`src/design/tdwa_pkg.sv`:
```
// shared types, constants and a helper function for the time-of-day window alarm
package tdwa_pkg;

  localparam int unsigned CfgIdxWidth = 3;

  localparam logic [16:0] HourSeconds  = 17'd3600;
  localparam logic [16:0] MinSeconds   = 17'd60;
  localparam logic [16:0] DaySeconds   = 17'd86400;
  localparam logic [16:0] HalfDayLimit = 17'd43199;
  localparam logic [16:0] NoonTarget   = 17'd43230;
  localparam logic [15:0] NoonWindow   = 16'd30;
  localparam logic [5:0]  TickLimit    = 6'd59;

  typedef enum logic [CfgIdxWidth-1:0] {
    CFG_DAWN_HOUR     = 3'd0,
    CFG_DAWN_MINUTE   = 3'd1,
    CFG_SUNSET_HOUR   = 3'd2,
    CFG_SUNSET_MINUTE = 3'd3,
    CFG_MATCH_WINDOW  = 3'd4,
    CFG_EVENT_ID      = 3'd5
  } cfg_reg_e;

  typedef struct packed {
    logic [4:0] now_hour;
    logic [5:0] now_minute;
    logic [5:0] now_second;
  } tdwa_in_t;

  typedef struct packed {
    logic        checked;
    logic        fire_noon;
    logic        fire_dawn;
    logic        fire_sunset;
    logic [16:0] day_second;
  } tdwa_out_t;

  typedef struct packed {
    logic [16:0] dawn_target;
    logic [16:0] sunset_target;
    logic [15:0] match_window;
    logic        event_en;
  } tdwa_cfg_t;

  function automatic logic [16:0] day_sec(logic [4:0] h, logic [5:0] m, logic [5:0] s);
    logic [16:0] acc;
    acc = 17'(h) * HourSeconds + 17'(m) * MinSeconds + 17'(s);
    return acc;
  endfunction

endpackage

```
`src/design/time_of_day_window_alarm_unit.sv`:
```
// top level of the time-of-day window alarm
//
// input channel: one beat per frame tick carrying hour, minute and second
// (in_valid_i / in_ready_o / in_data_i). output channel: one result beat per
// input beat, in order (out_valid_o / out_ready_i / out_data_o).
// configuration channel: cfg_valid_i / cfg_ready_o with register index and
// data; cfg_ready_o is always high, and writes are registered as they are taken.
// path: an input beat is taken into the input register, and its result loads
// into the result register once that register is empty or being taken, so a
// stall can come between the two (input register, then result register).
// throughput: one beat per cycle while out_ready_i is high; the window
// compares and the constant multiplies for the second of the day sit between
// those two registers. every 60th tick is skipped with an all-zero result.
// reset: frame counter cleared, all three windows armed, registers at their
// defaults, both stages empty.
// stall: when out_ready_i is low the result holds; an empty input register
// still takes one more beat, then in_ready_o drops until the result is taken.
module time_of_day_window_alarm_unit (
  input  logic                              clk_i,
  input  logic                              rst_ni,
  input  logic                              in_valid_i,
  output logic                              in_ready_o,
  input  tdwa_pkg::tdwa_in_t                in_data_i,
  output logic                              out_valid_o,
  input  logic                              out_ready_i,
  output tdwa_pkg::tdwa_out_t               out_data_o,
  input  logic                              cfg_valid_i,
  output logic                              cfg_ready_o,
  input  logic [tdwa_pkg::CfgIdxWidth-1:0]  cfg_index_i,
  input  logic [15:0]                       cfg_data_i
);
  import tdwa_pkg::*;

  tdwa_cfg_t   cfg;
  logic        in_vld_q, out_vld_q;
  tdwa_in_t    in_q;
  tdwa_out_t   out_q, out_d;
  logic [5:0]  tick_q, tick_d;
  logic        move, skip, eval_en;
  logic [16:0] t;
  logic        hit_noon, hit_dawn, hit_sunset;

  assign cfg_ready_o = 1'b1;

  tdwa_cfg_regs u_cfg (
    .clk_i      (clk_i),
    .rst_ni     (rst_ni),
    .wr_en_i    (cfg_valid_i),
    .wr_index_i (cfg_index_i),
    .wr_data_i  (cfg_data_i),
    .cfg_o      (cfg)
  );

  assign move       = in_vld_q && (!out_vld_q || out_ready_i);
  assign in_ready_o = !in_vld_q || move;
  assign skip       = (tick_q >= TickLimit);
  assign eval_en    = move && !skip;
  assign tick_d     = skip ? 6'd0 : (tick_q + 6'd1);
  assign t          = day_sec(in_q.now_hour, in_q.now_minute, in_q.now_second);

  tdwa_window u_noon (
    .clk_i     (clk_i),
    .rst_ni    (rst_ni),
    .eval_en_i (eval_en),
    .t_i       (t),
    .target_i  (NoonTarget),
    .window_i  (NoonWindow),
    .fire_o    (hit_noon)
  );

  tdwa_window u_dawn (
    .clk_i     (clk_i),
    .rst_ni    (rst_ni),
    .eval_en_i (eval_en),
    .t_i       (t),
    .target_i  (cfg.dawn_target),
    .window_i  (cfg.match_window),
    .fire_o    (hit_dawn)
  );

  tdwa_window u_sunset (
    .clk_i     (clk_i),
    .rst_ni    (rst_ni),
    .eval_en_i (eval_en),
    .t_i       (t),
    .target_i  (cfg.sunset_target),
    .window_i  (cfg.match_window),
    .fire_o    (hit_sunset)
  );

  always_comb begin
    out_d = '0;
    if (!skip) begin
      out_d.checked     = 1'b1;
      out_d.fire_noon   = cfg.event_en && hit_noon;
      out_d.fire_dawn   = cfg.event_en && hit_dawn;
      out_d.fire_sunset = cfg.event_en && hit_sunset;
      out_d.day_second  = t;
    end
  end

  always_ff @(posedge clk_i or negedge rst_ni) begin
    if (!rst_ni) begin
      in_vld_q  <= 1'b0;
      out_vld_q <= 1'b0;
      tick_q    <= 6'd0;
    end else begin
      if (in_ready_o) begin
        in_vld_q <= in_valid_i;
      end
      if (move) begin
        out_vld_q <= 1'b1;
        tick_q    <= tick_d;
      end else if (out_ready_i) begin
        out_vld_q <= 1'b0;
      end
    end
  end

  always_ff @(posedge clk_i) begin
    if (in_valid_i && in_ready_o) begin
      in_q <= in_data_i;
    end
    if (move) begin
      out_q <= out_d;
    end
  end

  assign out_valid_o = out_vld_q;
  assign out_data_o  = out_q;

endmodule

```
`src/design/tdwa_cfg_regs.sv`:
```
// configuration register file and derived target times
module tdwa_cfg_regs (
  input  logic                                 clk_i,
  input  logic                                 rst_ni,
  input  logic                                 wr_en_i,
  input  logic [tdwa_pkg::CfgIdxWidth-1:0]     wr_index_i,
  input  logic [15:0]                          wr_data_i,
  output tdwa_pkg::tdwa_cfg_t                  cfg_o
);
  import tdwa_pkg::*;

  logic [4:0]  dawn_hour_q, sunset_hour_q;
  logic [5:0]  dawn_minute_q, sunset_minute_q;
  logic [15:0] match_window_q, event_id_q;

  always_ff @(posedge clk_i or negedge rst_ni) begin
    if (!rst_ni) begin
      dawn_hour_q     <= 5'd6;
      dawn_minute_q   <= 6'd0;
      sunset_hour_q   <= 5'd18;
      sunset_minute_q <= 6'd0;
      match_window_q  <= 16'd60;
      event_id_q      <= 16'd0;
    end else if (wr_en_i) begin
      case (cfg_reg_e'(wr_index_i))
        CFG_DAWN_HOUR:     dawn_hour_q     <= wr_data_i[4:0];
        CFG_DAWN_MINUTE:   dawn_minute_q   <= wr_data_i[5:0];
        CFG_SUNSET_HOUR:   sunset_hour_q   <= wr_data_i[4:0];
        CFG_SUNSET_MINUTE: sunset_minute_q <= wr_data_i[5:0];
        CFG_MATCH_WINDOW:  match_window_q  <= wr_data_i;
        CFG_EVENT_ID:      event_id_q      <= wr_data_i;
        default: ;
      endcase
    end
  end

  always_comb begin
    cfg_o.dawn_target   = day_sec(dawn_hour_q, dawn_minute_q, 6'd0);
    cfg_o.sunset_target = day_sec(sunset_hour_q, sunset_minute_q, 6'd0);
    cfg_o.match_window  = match_window_q;
    cfg_o.event_en      = (event_id_q != 16'd0);
  end

endmodule

```
`src/design/tdwa_window.sv`:
```
// one target window: folded distance, compare and armed flag
module tdwa_window (
  input  logic        clk_i,
  input  logic        rst_ni,
  input  logic        eval_en_i,
  input  logic [16:0] t_i,
  input  logic [16:0] target_i,
  input  logic [15:0] window_i,
  output logic        fire_o
);
  import tdwa_pkg::*;

  logic        armed_q;
  logic [16:0] diff, fold_dist;
  logic        hit;

  always_comb begin
    diff = (t_i >= target_i) ? (t_i - target_i) : (target_i - t_i);
    if (diff > HalfDayLimit) begin
      fold_dist = (diff >= DaySeconds) ? (diff - DaySeconds) : (DaySeconds - diff);
    end else begin
      fold_dist = diff;
    end
    hit    = (fold_dist <= {1'b0, window_i});
    fire_o = hit && armed_q;
  end

  always_ff @(posedge clk_i or negedge rst_ni) begin
    if (!rst_ni) begin
      armed_q <= 1'b1;
    end else if (eval_en_i) begin
      armed_q <= !hit;
    end
  end

endmodule

```
`config.mk`:
```
export PLATFORM = sky130hd
export DESIGN_NAME = time_of_day_window_alarm_unit
export DESIGN_NICKNAME = d
export VERILOG_FILES = /design/src/design/tdwa_pkg.sv /design/src/design/time_of_day_window_alarm_unit.sv /design/src/design/tdwa_cfg_regs.sv /design/src/design/tdwa_window.sv
export SDC_FILE = /design/constraint.sdc
export NUM_CORES = 1
export LEC_CHECK = 0
export BUFFER_PORTS_ARGS = -buffer_cell sky130_fd_sc_hd__buf_2
export CAP_MARGIN = 20
export CORE_MARGIN = 5
export CORE_UTILIZATION = 46
export CTS_CLUSTER_SIZE = 28
export DETAILED_ROUTE_END_ITERATION = 10
export GPL_TIMING_DRIVEN = 0
export SLEW_MARGIN = 20
export SYNTH_ARGS = -nofsm -noshare
export SYNTH_HDL_FRONTEND = slang
export SYNTH_SLANG_ARGS = --single-unit
```
`constraint.sdc`:
```
create_clock -name clk_i -period 12.9 [get_ports clk_i]
set_input_delay 2.58 -clock clk_i [delete_from_list [all_inputs] [get_ports clk_i]]
set_output_delay 2.58 -clock clk_i [all_outputs]
set_load 0.02 [all_outputs]
```
After elaboration in Yosys (flattened, before gate mapping)
Index checks and enable logic that the tools add are counted.
W data, S select, Z words.
{"block": "word_totals", "regBits": 103, "output_inout_bits": 24}
{"block": "op_classes", "add_sub_neg": 17, "multipliers": 6, "magnitude_cmp": 13, "n_eq_ne": 5, "muxes": 13, "reduce_logical": 26}
{"op": "$mux W17", "count": 9}
{"op": "$sub A17 B17 Y17", "count": 4}
{"op": "$add A17 B12 Y17", "count": 3}
{"op": "$ge A17 B17 Y1 const B", "count": 3}
{"op": "$gt A17 B16 Y1 const B", "count": 3}
{"op": "$sub A17 B17 Y17 const A", "count": 3}
{"op": "$sub A17 B17 Y17 const B", "count": 3}
{"op": "$mul A5 B8 Y13 const B", "count": 3}
{"op": "$ge A17 B17 Y1", "count": 2}
{"op": "$le A17 B16 Y1", "count": 2}
{"op": "$mul A6 B4 Y10 const B", "count": 3}
{"op": "$mux W21", "count": 1}
{"op": "$add A17 B6 Y17", "count": 1}
{"op": "$ge A17 B16 Y1 const B", "count": 1}
{"op": "$le A17 B5 Y1 const B", "count": 1}
{"op": "$sub A16 B17 Y17 const A", "count": 1}
{"op": "$sub A17 B16 Y17 const B", "count": 1}
{"op": "$reduce_bool A16 Y1", "count": 1}
{"op": "$reduce_and A2 Y1", "count": 6}
{"op": "$logic_and A1 B1 Y1", "count": 9}
{"op": "$add A6 B1 Y6 const B", "count": 1}
{"op": "$eq A3 B2 Y1 const B", "count": 2}
{"op": "$eq A3 B3 Y1 const B", "count": 2}
{"op": "$ge A6 B6 Y1 const B", "count": 1}
{"op": "7 further kinds", "count": 14}

Depth between registers and ports, before layout
Gate-level depths: netlist (run 1).
{"block": "logic_depth", "word_depth": 12, "mapped_depth": 55}

Hierarchy
A second synthesis (run 1) with hierarchy kept.
{"block": "hier_totals", "cells_unflattened": 2147, "hier_area_um2": 18295.0}
{"module": "tdwa_window at u_noon ...", "n_inst": 2, "cells_per_inst": 444, "area_per_inst_um2": 3266.9, "seq_area_each_um2": 26.3}
{"module": "tdwa_cfg_regs", "n_inst": 1, "cells_per_inst": 461, "area_per_inst_um2": 4883.4, "seq_area_each_um2": 1361.3}
{"module": "tdwa_window at u_dawn", "n_inst": 1, "cells_per_inst": 513, "area_per_inst_um2": 3611.0, "seq_area_each_um2": 26.3}
{"module": "time_of_day_window_alarm_unit", "n_inst": 1, "cells_per_inst": 285, "area_per_inst_um2": 3266.9, "seq_area_each_um2": 1341.3}

Worst setup path before layout (run 1)
OpenSTA, ideal clock, no wires.
{"block": "synth_path", "path_type": "register to register", "start": "register in_q[9] (netlist name)", "end": "register out_q (netlist bit out_data_o[17]) (data pin)", "arrival_ns": 10.473, "required_time_ns": 12.754, "path_slack_ns": 2.281, "stages_incl_launch_ff": 55, "cell_sequence": "edfxtp_1 > inv_1 > fa_1 > fa_1 > inv_1 > ha_1 > a21oi_1 > o21bai_1 > a21oi_1 > o21bai_1 > a21oi_1 > xnor2_1 > ha_1 > ha_1 > clkbuf_2 > and3_1 > o311ai_1 > and2_1 > [19 not listed] > mux2_1 > ha_1 > nor2b_1 > o21a_1 > o21a_1 > o21a_1 > o21a_1 > o21a_1 > o21a_1 > o21a_1 > o21a_1 > o21a_1 > o21a_1 > o21ai_0 > nand2b_1 > a21oi_1 > o21ai_0 > a21oi_1"}
{"block": "synth_between", "elab_chain_cells": 11, "elab_cells_between_ends": 16, "cone_classes": "add/sub: 6; mul: 1; order compare: 4; mux: 3; reduce/logical: 2"}
{"element": "from (decl)", "line": "time_of_day_window_alarm_unit.sv:36", "rtl": "tdwa_in_t in_q;"}
{"element": "from (signal assigned)", "line": "time_of_day_window_alarm_unit.sv:122", "rtl": "in_q <= in_data_i;"}
{"element": "$mul A6 B4 Y10 *", "line": "tdwa_pkg.sv:46", "rtl": "acc = 17'(h) * HourSeconds + 17'(m) * MinSeconds + 17'(s);"}
{"element": "$add A17 B12 Y17 *", "line": "tdwa_pkg.sv:46"}
{"element": "$add A17 B6 Y17 *", "line": "tdwa_pkg.sv:46"}
{"element": "$sub A17 B17 Y17 / $ge A17 B17 Y1 (equally long branches)", "line": "tdwa_window.sv:18", "rtl": "diff = (t_i >= target_i) ? (t_i - target_i) : (target_i - t_i);"}
{"element": "$mux W17 *", "line": "tdwa_window.sv:18"}
{"element": "$sub A17 B17 Y17 / $ge A17 B17 Y1 (equally long branches)", "line": "tdwa_window.sv:20", "rtl": "fold_dist = (diff >= DaySeconds) ? (diff - DaySeconds) : (DaySeconds - diff);"}
{"element": "$mux W17", "line": "tdwa_window.sv:20"}
{"element": "$mux W17 *", "line": "tdwa_window.sv:19", "rtl": "if (diff > HalfDayLimit) begin"}
{"element": "$le A17 B16 Y1 *", "line": "tdwa_window.sv:24", "rtl": "hit = (fold_dist <= {1'b0, window_i});"}
{"element": "$logic_and A1 B1 Y1 *", "line": "tdwa_window.sv:25", "rtl": "fire_o = hit && armed_q;"}
{"element": "$logic_and A1 B1 Y1 *", "line": "time_of_day_window_alarm_unit.sv:97", "rtl": "out_d.fire_sunset = cfg.event_en && hit_sunset;"}
{"element": "to (signal assigned)", "line": "time_of_day_window_alarm_unit.sv:125", "rtl": "out_q <= out_d;"}
{"element": "to (decl)", "line": "time_of_day_window_alarm_unit.sv:37", "rtl": "tdwa_out_t out_q, out_d;"}
Mark *: on every way between the ends. The rest lies on a longest branch, timed or not.
A chain may end at the register's enable or synchronous reset.

Worst setup path after layout (run 1)
Ends and elaborated chain as after synthesis.

==> key figures, run 1 <==
Floorplan
  – Die Span Y: roughly 200 um
  – Chip Width: 194.4 um
  – Rows: 67
  – Core ar.: between 30000 and 40000 um^2
  – DIE AREA: around 38000 um^2
  – Starting density of the core: between 40 and 50%
  – IO Count: 65

Synth
  – Number of distinct library cells after synthesis: 113
  – Post-synth top flop: dfrtp_1
  – Synth Area per Inst: around 8.4 um^2
  – Post-Syn Area: approximately 16000 um^2
  – Register bit total from synthesis: just over 100
  – Post-synthesis cell count: roughly 1900
  – Syn nets: approximately 2200
  – Sequential element share of the synthesized area: between 15 and 20%
  – Ys Warns: 0
  – Post-synth EDFFs: 38
  – Async S/R FF share, synth: between 60% and 70%

Global routing
  – Initial antenna violation count: 0
  – Most Crowded Layer GR: met2
  – Largest net degree at the start of global routing: 55
  – GRT met1 Usage: roughly a third
  – Total Routing Usage GR: 23.28%
  – First-pass GRT wire length: 71990 um
  – Remaining global-route overflow: 0
  – GRT met2 Usage: between 30% and 40%
  – Vias in the first global route: 13310
  – Grt met3 use: approximately 3.1%

Route
  – Drt drc: 0
  – Initial drt markers: between 1000 and 1500
  – Routed length per instance: around 19 um
  – Total wire length: roughly 45000 um
  – Detail Route Antenna Nets: 0
  – Vias post-DR: 13820
  – Via density: 5.776
  – DRT Pass-1 Iters: 5

Clock network
  – Clk_lat worst skew: approximately 0.39 ns
  – Cts repair resizes: 0
  – Cts hold-fix bufs: 0
  – Root Buffer: clkbuf_16
  – CTS Buf Count: 9
  – Clk buf depth: 2
  – Reg clk slew, reported paths: 0.09 ns
  – Clock sink total: about 100
  – TritonCTS clock tree: built
  – Post-CTS Setup Bufs: 0
  – H-Tree Level Count: 3

STA
  – Slew headroom: 32.76%
  – Clock Skew: 0.02074 ns
  – Unrepaired setup endpoints after global routing: no
  – Min Tclk post-route: between 10 and 15 ns
  – Fmax: just over 80 MHz
  – Max-slew violation count: 0
  – Final setup vio count: 0
  – Post-route clock period utilization: between 90% and 100%
  – Worst slew pin tran: 1.003 ns
  – Final Hold Fails: 0

Flow run
  – Max Cap Viol: 0

Final layout
  – Area grow syn2layout: 8.033%
  – Final nets: between 2000 and 2500
  – Design area: roughly 17000 um^2
  – Fraction of layout instances using a drive strength above 1: about 11%
  – Area of the multi-input gates: 11870 um^2
  – Seq. cell area: around 2800 um^2
  – # fillers: approximately 3200
  – N_diodes: 0

Setup path
  – Cell mode on critical path: o21a_1
  – Worst EP required: 13.13 ns
  – Critical path capture point type: flip-flop
  – Max incr delay on CP: approximately 0.52 ns
  – CP max-delay cell: fa_1
  – CP Launch Type: flip-flop
  – Critical path type: reg -> reg
  – Crit-path max FO: 10
  – Worst EP arrival: roughly 12 ns

Placed design
  – GP Congestion: about 0.93
  – I/O Buffers: 63
  – Final HPWL DP: ~37000 um
  – Placed instance area: about 17000 um^2

Hold path
  – Tightest Hold Check Type: reg -> reg

Outcome
  – Status: finished clean
==> stage by stage <==
stage          setup WS [ns]  util [%]  setup TNS, ns  instances  hold slack, ns
2_1_floorplan          2.281         -              0       1864          0.4530
3_3_place_gp         -0.1895     49.25        -0.3655       2375          0.4626
3_5_place_dp          0.4293     49.40              0       2377          0.4787
4_1_cts               0.3102     50.31              0       2393          0.4876
5_1_grt               0.1057     50.38              0       2393          0.5132
6_report              0.8496     50.38              0       2393          0.4915
==> registers in the layout, indices dropped and copies added, names as in the netlist, 5 cells and up <==
name / cells
u_cfg.sunset_hour_q: 5
u_cfg.event_id_q: 16
u_cfg.sunset_minute_q: 6
u_cfg.dawn_minute_q: 6
tick_q: 6
out_data_o: 21
in_q: 17
u_cfg.dawn_hour_q: 5
u_cfg.match_window_q: 16
==> worst max-delay path, delay by kind of cell (launching register included) <==
kind            cells  cell delay [ns]
mux                 2             0.66
simple gates        8             1.27
fa+ha+maj           7             2.58
compound gates     26             4.77
xor+xnor            3             0.99
buf+inv             7             1.20
flops               1             0.43
==> cell usage after synthesis (12+ instances only) <==
cell type  instances  area [um^2]
a211oi_1          17        127.6
a21o_1            61        457.9
a21oi_1          124        620.6
a31oi_1           12        75.07
and2_1            24        150.1
and3_1            18        112.6
clkbuf_1          34        127.6
dfrtp_1           54         1351
edfxtp_1          38         1141
fa_1              43        860.8
ha_1             229         2865
inv_1            194        728.2
mux2_2            34        382.9
mux2i_1           23        230.2
nand2_1          130        488.0
nand2b_1          24        150.1
nand3_1           39        195.2
nand4_1           15        93.84
nor2_1           121        454.2
nor2b_1           21        131.4
nor3_1            25        125.1
nor4_1            17        106.4
o211ai_1          22        165.2
o21a_1            26        195.2
o21ai_0          113        565.5
o21bai_1          21        157.7
o22ai_1           14        87.58
or3_1             12        75.07
xnor2_1           83        727.0
xor2_1            28        245.2
==> routing by layer <==
layer  part of all wire, %  vias up
li1                      -     6846
met1                    47     6622
met2                    47      321
met3                   4.2       34
met4                   1.6        0
met5                     0        -
==> path summary, 6_finish.rpt <==
check / from / end / slack, ns / cells after the start
min: u_dawn.armed_q$_DFFE_PN1P_ / u_dawn.armed_q$_DFFE_PN1P_ / 0.49 / 2
max: in_q[9]$_DFFE_PP_ / out_data_o[17]$_SDFFCE_PN0P_ / 0.85 / 53
min in group asynchronous: rst_ni / out_valid_o$_DFFE_PN0P_ / 2.04 / 1
max in group asynchronous: rst_ni / u_cfg.sunset_hour_q[1]$_DFFE_PN1P_ / 10.27 / 2
min reg2reg: u_dawn.armed_q$_DFFE_PN1P_ / u_dawn.armed_q$_DFFE_PN1P_ / 0.49 / 2
max reg2reg: in_q[9]$_DFFE_PP_ / out_data_o[17]$_SDFFCE_PN0P_ / 0.85 / 53
==> placed cells by master, fill, tap and decap left out, types with 14 or more instances in the layout <==
master | netlist | final
o21bai_1 | 21 | 21
fa_1 | 43 | 43
and3_1 | 18 | 18
xor2_1 | 28 | 28
ha_1 | 229 | 229
edfxtp_1 | 38 | 38
nand2b_1 | 24 | 24
clkbuf_1 | 34 | 33
nor3_1 | 25 | 25
and2_1 | 24 | 24
o211ai_1 | 22 | 22
buf_2 | 11 | 73
nor2b_1 | 21 | 21
o22ai_1 | 14 | 14
o21ai_0 | 113 | 113
o21a_1 | 26 | 26
mux2i_1 | 23 | 23
inv_1 | 194 | 194
nand3_1 | 39 | 39
nand4_1 | 15 | 15
a21o_1 | 61 | 61
xnor2_1 | 83 | 82
nor2_1 | 121 | 121
a21oi_1 | 124 | 124
a211oi_1 | 17 | 17
dfrtp_1 | 54 | 54
nor4_1 | 17 | 16
nand2_1 | 130 | 130
mux2_2 | 34 | 34
==> area by class of cell <==
| class | count | share of cell area, % |
|---|---|---|
| multi-input combinational | 1506 | 70.24 |
| sequential | 103 | 16.46 |
| inverter | 200 | 4.458 |
| tap | 448 | 3.318 |
| timing repair buffer | 65 | 2.111 |
| buffer | 55 | 1.592 |
| clock buffer | 9 | 1.333 |
| clock inverter | 7 | 0.4814 |
==> logic make-up after synthesis <==
family,synth area share (%)
compound gates,23.19
simple gates,17.75
fa+ha+maj,23.83
buf+inv,6.529
xor+xnor,6.817
flops,17.79
mux,4.080
other cells,0.02398
Power of run 1 is left out: the tool's default activity adds up to more than one toggle a clock period on the data nets, which glitch-free logic cannot reach.
==> run 2, diff against run 1 <==
--- a/config.mk
+++ b/config.mk
@@ -7,11 +7,13 @@
 export LEC_CHECK = 0
 export BUFFER_PORTS_ARGS = -buffer_cell sky130_fd_sc_hd__buf_2
 export CAP_MARGIN = 20
+export CORE_ASPECT_RATIO = 1.25
 export CORE_MARGIN = 5
 export CORE_UTILIZATION = 46
 export CTS_CLUSTER_SIZE = 28
 export DETAILED_ROUTE_END_ITERATION = 10
 export GPL_TIMING_DRIVEN = 0
+export SKIP_CTS_REPAIR_TIMING = 1
 export SLEW_MARGIN = 20
 export SYNTH_ARGS = -nofsm -noshare
 export SYNTH_HDL_FRONTEND = slang
==> constraint.sdc (replaced) <==
create_clock -name clk_i -period 12.9 [get_ports clk_i]
set_input_delay 2.58 -clock clk_i [delete_from_list [all_inputs] [get_ports clk_i]]
set_output_delay 2.58 -clock clk_i [all_outputs]
set_load 0.005 [all_outputs]
==> key figures, run 2 (synthesized netlist as in run 1, its figures left out) <==
STA
  – PnR worst setup slack: around 0.72 ns
  – Max-slew violation count: 0
  – Post-route clock period utilization: 94.44%
  – Clock Skew: 0.01484 ns
  – Final setup vio count: 0
  – Fmax: approximately 82 MHz
  – Slew headroom: a little under a third
  – Setup TNS: 0 ns
  – Min Tclk post-route: between 10 and 15 ns
  – Final Hold Fails: 0
  – Worst slew pin tran: between 1 and 1.5 ns

Clock network
  – Clk_lat worst skew: 0.38 ns
  – Reg clk slew, reported paths: about 0.080 ns
  – Clk buf depth: 2
  – Root Buffer: clkbuf_16
  – Clock sink total: ~100
  – H-Tree Level Count: 3
  – TritonCTS clock tree: built
  – CTS Buf Count: 9

Route
  – Detail Route Antenna Nets: 0
  – Drt drc: 0
  – Initial drt markers: approximately 800
  – Routed length per instance: ~19 um
  – Total wire length: between 40000 and 50000 um
  – Vias post-DR: roughly 14000
  – DRT Pass-1 Iters: 5
  – Via density: around 5.8

Hold path
  – Hold path startpoint: u_dawn.armed_q$_DFFE_PN1P_
  – Tightest Hold Check Type: reg -> reg
  – Hold Crit Depth: 2
  – Worst Hold Path EP: u_dawn.armed_q$_DFFE_PN1P_

Floorplan
  – IO Count: 65
  – Die Span Y: 216.1 um
  – Core ar.: 33590 um^2
  – Rows: 75
  – Starting density of the core: between 40% and 50%
  – DIE AREA: roughly 38000 um^2
  – Chip Width: 174.9 um

Setup path
  – CP bufs+invs: 7
  – Critical path capture point type: flip-flop
  – Cell mode on critical path: o21a_1
  – FF-to-FF path depth: between 50 and 60
  – Reg-to-Reg End: out_data_o[17]$_SDFFCE_PN0P_
  – Worst EP required: approximately 13 ns
  – CP max-delay cell: fa_1
  – Crit-path max FO: 10
  – Crit path from: in_q[9]$_DFFE_PP_
  – CP Launch Type: flip-flop
  – Max incr delay on CP: slightly above 0.5 ns
  – Critical path type: reg -> reg
  – Top delay family on crit path: compound AO/OA/AOI/OAI gates
  – R2R Path Start: in_q[9]$_DFFE_PP_
  – Reg2reg setup slack: ~0.7 ns
  – Worst EP arrival: 12.42 ns

Global routing
  – First-pass GRT wire length: a little over 70000 um
  – Initial antenna violation count: 1
  – Vias in the first global route: 13340
  – Remaining global-route overflow: 0
  – Largest net degree at the start of global routing: between 50 and 60
  – Total Routing Usage GR: between 20% and 30%

Final layout
  – Area grow syn2layout: 7.856%
  – Most frequent cells in the layout: ha_1 (229), inv_1 (194), nand2_1 (130)
  – Fraction of layout instances using a drive strength above 1: 11.32%
  – N_diodes: 0
  – # fillers: roughly 3300
  – Commonest non-fill, non-tap cell in the layout: ha_1
  – Max reg flops: 21
  – Final nets: about 2300

Placed design
  – GP Congestion: roughly 0.94
  – I/O Buffers: 63
  – Final HPWL DP: roughly 37000 um
  – Post-place setup slack: around 0.45 ns

Outcome
  – Status: finished clean

Flow run
  – Max Cap Viol: 0
==> run 2: cell count changes in the layout (fill, tap and decap cells not counted), moves of 2 or more <==
| cell | before | now |
|---|---|---|
| xnor2_2 | 3 | 5 |
| inv_6 | 2 | 0 |
| inv_8 | 0 | 2 |
| xnor2_1 | 82 | 80 |
==> run 2: layout make-up <==
cell class | count | area [um^2] | area share, %
multi-input cells | 1506 | 11880 | 70.44
clock buffers | 9 | 225.2 | 1.335
plain buffers | 54 | 265.3 | 1.573
inverters | 200 | 753.2 | 4.466
clock inverters | 7 | 75.07 | 0.4451
repair buffers | 65 | 356.6 | 2.114
flip-flops and latches | 103 | 2781 | 16.49
well taps | 423 | 529.3 | 3.138
==> run 2: per-layer routing <==
layer / global-route usage, % / share of wire (%) / vias to the layer above
met2: 41.08 / 49 / 308
met5: 0 / 0 / -
met3: 2.649 / 3.4 / 81
met4: 9.091 / 4.2 / 0
met1: 29.50 / 43 / 6580
li1: - / - / 6848
==> run 2: how the worst max path moves through the flow <==
| stage | endpoint | slack (ns) | cells after the start |
|---|---|---|---|
| after floorplan | out_data_o[17]$_SDFFCE_PN0P_ | 2.28 | 54 |
| after global placement | out_data_o[17]$_SDFFCE_PN0P_ | -0.12 | 54 |
| after detailed placement | out_data_o[17]$_SDFFCE_PN0P_ | 0.45 | 53 |
| after CTS | out_data_o[17]$_SDFFCE_PN0P_ | 0.34 | 53 |
| after global routing | out_data_o[17]$_SDFFCE_PN0P_ | -0.001 | 54 |
| final | out_data_o[17]$_SDFFCE_PN0P_ | 0.72 | 52 |
==> run 2: worst register-to-register path, delay by kind of cell (launching register included) <==
family | cells | cell delay [ns]
multiplexers | 2 | 0.60
flip-flops | 1 | 0.43
adder cells (fa/ha/maj) | 7 | 2.53
XOR/XNOR | 3 | 0.80
buffers and inverters | 7 | 1.19
AO/OA/AOI/OAI | 25 | 4.42
AND/OR/NAND/NOR | 8 | 2.06
==> run 2: through the flow <==
stage                     util, %  instance area, um^2  std cells  hold WS, ns
after global routing        50.21                16870       2367       0.5037
after global placement      49.07                16480       2350       0.4631
final                       50.21                16870       2367       0.4803
after floorplan                 -                15640       1864       0.4530
after CTS                   50.13                16840       2368       0.4830
after detailed placement    49.24                16540       2352       0.4733
Power of run 2 is left out for the same reason.
==> run 3, diff against run 2 <==
--- a/config.mk
+++ b/config.mk
@@ -5,6 +5,7 @@
 export SDC_FILE = /design/constraint.sdc
 export NUM_CORES = 1
 export LEC_CHECK = 0
+export ABC_AREA = 1
 export BUFFER_PORTS_ARGS = -buffer_cell sky130_fd_sc_hd__buf_2
 export CAP_MARGIN = 20
 export CORE_ASPECT_RATIO = 1.25
==> constraint.sdc (replaced) <==
create_clock -name clk_i -period 12.9 [get_ports clk_i]
set_input_delay 2.58 -clock clk_i [delete_from_list [all_inputs] [get_ports clk_i]]
set_output_delay 2.58 -clock clk_i [all_outputs]
set_load 0.1 [all_outputs]
==> key figures, run 3 <==
Final layout
  – Most frequent cells in the layout: nand2_1 (654), inv_1 (385), ha_1 (229)
  – N_diodes: 0
  – Fraction of layout instances using a drive strength above 1: around 11%
  – Commonest non-fill, non-tap cell in the layout: nand2_1
  – Area grow syn2layout: 7.496%
  – Final nets: 2879
  – Design area: approximately 18000 um^2
  – Max reg flops: 21

Placed design
  – I/O Buffers: 63
  – Final HPWL DP: 40240 um
  – Placed instance area: 17790 um^2
  – GP Congestion: approximately 0.94

Synth
  – Post-synthesis cell count: between 2000 and 2500
  – Post-synth EDFFs: 38
  – Mux contribution to synthesized area: 0%
  – Sequential element share of the synthesized area: 16.51%
  – Post-Synth Simple-Gate Area: a little under a third
  – Post-Syn Area: ~17000 um^2
  – Most frequent cell after synthesis: nand2_1
  – Synth area leader: ha_1
  – Post-synthesis xor/xnor area fraction: 7.057%
  – Largest family of logic cells by synthesized area: simple AND/OR/NAND/NOR gates
  – Synth Area per Inst: just under 7 um^2
  – Number of distinct library cells after synthesis: 66
  – Async S/R FF share, synth: about 63%
  – Synth top cells by count: nand2_1 (654), inv_1 (385), ha_1 (229)
  – Post-synth top flop: dfrtp_1
  – Post-synth top area share: ~17%
  – Compound-gate portion of the synthesized area: approximately 12%
  – Syn nets: ~2800
  – Top post-synthesis cells by area: ha_1 (17%), nand2_1 (15%), inv_1 (8.6%), dfrtp_1 (8.0%), edfxtp_1 (6.8%)
  – Register bit total from synthesis: ~100
  – Post-Synth Adder-Cell Area: 22.12%
  – Ys Warns: 0

Floorplan
  – Starting density of the core: 46.52%
  – Core ar.: 36210 um^2
  – Die Span Y: about 220 um
  – Chip Width: roughly 180 um
  – IO Count: 65
  – DIE AREA: between 40000 and 50000 um^2
  – Rows: roughly 80

Route
  – Detail Route Antenna Nets: 0
  – Vias post-DR: 15930
  – Via density: about 5.2
  – Routed length per instance: 15.71 um
  – DRT Pass-1 Iters: 5
  – Total wire length: 47940 um
  – Initial drt markers: 921
  – Drt drc: 0

Setup path
  – Worst EP required: ~13 ns
  – CP Depth: 56
  – Worst EP arrival: ~11 ns
  – Reg-to-Reg End: out_data_o[17]$_SDFFCE_PN0P_
  – Max incr delay on CP: about 0.51 ns
  – Critical path type: reg -> reg
  – Reg2reg setup slack: about 2.6 ns
  – FF-to-FF path depth: 56
  – CP bufs+invs: 6
  – Crit-path max FO: 10
  – Critical path capture point type: flip-flop
  – CP max-delay cell: fa_1
  – CP Launch Type: flip-flop
  – Top delay family on crit path: compound AO/OA/AOI/OAI gates
  – Crit path capture: out_data_o[17]$_SDFFCE_PN0P_
  – R2R Path Start: in_q[9]$_DFFE_PP_
  – Crit path from: in_q[9]$_DFFE_PP_
  – Cell mode on critical path: nand2_1

Clock network
  – TritonCTS clock tree: built
  – H-Tree Level Count: 3
  – Clk_lat worst skew: approximately 0.38 ns
  – Clock sink total: slightly above 100
  – Clk buf depth: 2
  – Reg clk slew, reported paths: about 0.080 ns
  – CTS Buf Count: 9
  – Root Buffer: clkbuf_16

STA
  – Clock Skew: 0.01405 ns
  – Setup TNS: 0 ns
  – Worst slew pin tran: around 1.1 ns
  – Max-slew violation count: 0
  – Unrepaired setup endpoints after global routing: no
  – Min Tclk post-route: approximately 10 ns
  – Post-route clock period utilization: 80.11%
  – Final setup vio count: 0
  – Final Hold Fails: 0
  – Slew headroom: between 20% and 30%
  – Fmax: roughly 97 MHz

Global routing
  – Vias in the first global route: roughly 16000
  – Largest net degree at the start of global routing: 48
  – Initial antenna violation count: 0
  – Total Routing Usage GR: 23.65%
  – Remaining global-route overflow: 0
  – First-pass GRT wire length: a little under 80000 um

Hold path
  – Hold path startpoint: u_cfg.event_id_q[9]$_DFFE_PN0P_
  – Tightest Hold Check Type: reg -> reg

Flow run
  – Max Cap Viol: 0

Outcome
  – Status: finished clean
## run 3: metal layers
metal | vias up | global-route usage (%) | wire (um) | share of wire, %
li1 | 8137 | - | - | -
met1 | 7301 | 29.55 | 20900 | 44
met2 | 397 | 41.10 | 23080 | 48
met3 | 99 | 2.972 | 1974 | 4.1
met4 | 0 | 10.17 | 1984 | 4.1
met5 | - | 0 | 0 | 0
## run 3: through the flow
step	setup WS [ns]	cells	hold slack [ns]	util, %
floorplan	4.299	2491	0.4530	-
global placement	2.769	3034	0.4706	49.05
detailed placement	2.664	3035	0.4787	49.13
CTS	2.636	3051	0.4981	50.00
global route	1.521	3051	0.5108	50.00
finish	2.566	3051	0.4965	50.00
## run 3: tightest hold or removal path: cells and delay by family, from the launching register on
kind | cells | cell delay (ns)
AND/OR/NAND/NOR | 1 | 0.05
AO/OA/AOI/OAI | 1 | 0.06
flip-flops | 1 | 0.36
## run 3: worst min path at each step
stage               cells after the start  slack [ns]                                    to
floorplan                               2        0.45  u_cfg.match_window_q[10]$_DFFE_PN0P_
global placement                        2        0.47   u_cfg.match_window_q[6]$_DFFE_PN0P_
detailed placement                      2        0.48       u_cfg.event_id_q[0]$_DFFE_PN0P_
CTS                                     2        0.50            u_dawn.armed_q$_DFFE_PN1P_
global route                            2        0.51   u_cfg.match_window_q[6]$_DFFE_PN0P_
finish                                  2        0.50       u_cfg.event_id_q[9]$_DFFE_PN0P_
## run 3: layout make-up
type / instances / area [um^2]
tap: 480 / 600.6
clock inverter: 7 / 91.34
fill: 3797 / 18100
clock buffer: 9 / 225.2
inverter: 418 / 1582
sequential: 103 / 2781
multi-input combinational: 1928 / 12210
buffer: 42 / 269.0
timing repair buffer: 64 / 345.3
## run 3: cells by family (layout without fill, tap and decap cells)
| logic type | after synthesis | after routing |
|---|---|---|
| AND/OR/NAND/NOR | 1153 | 1153 |
| buffers and inverters | 460 | 540 |
| AO/OA/AOI/OAI | 371 | 371 |
| adder cells (fa/ha/maj) | 272 | 272 |
| XOR/XNOR | 131 | 131 |
| flip-flops | 103 | 103 |
| other | 1 | 1 |
Power of run 3 is left out for the same reason.
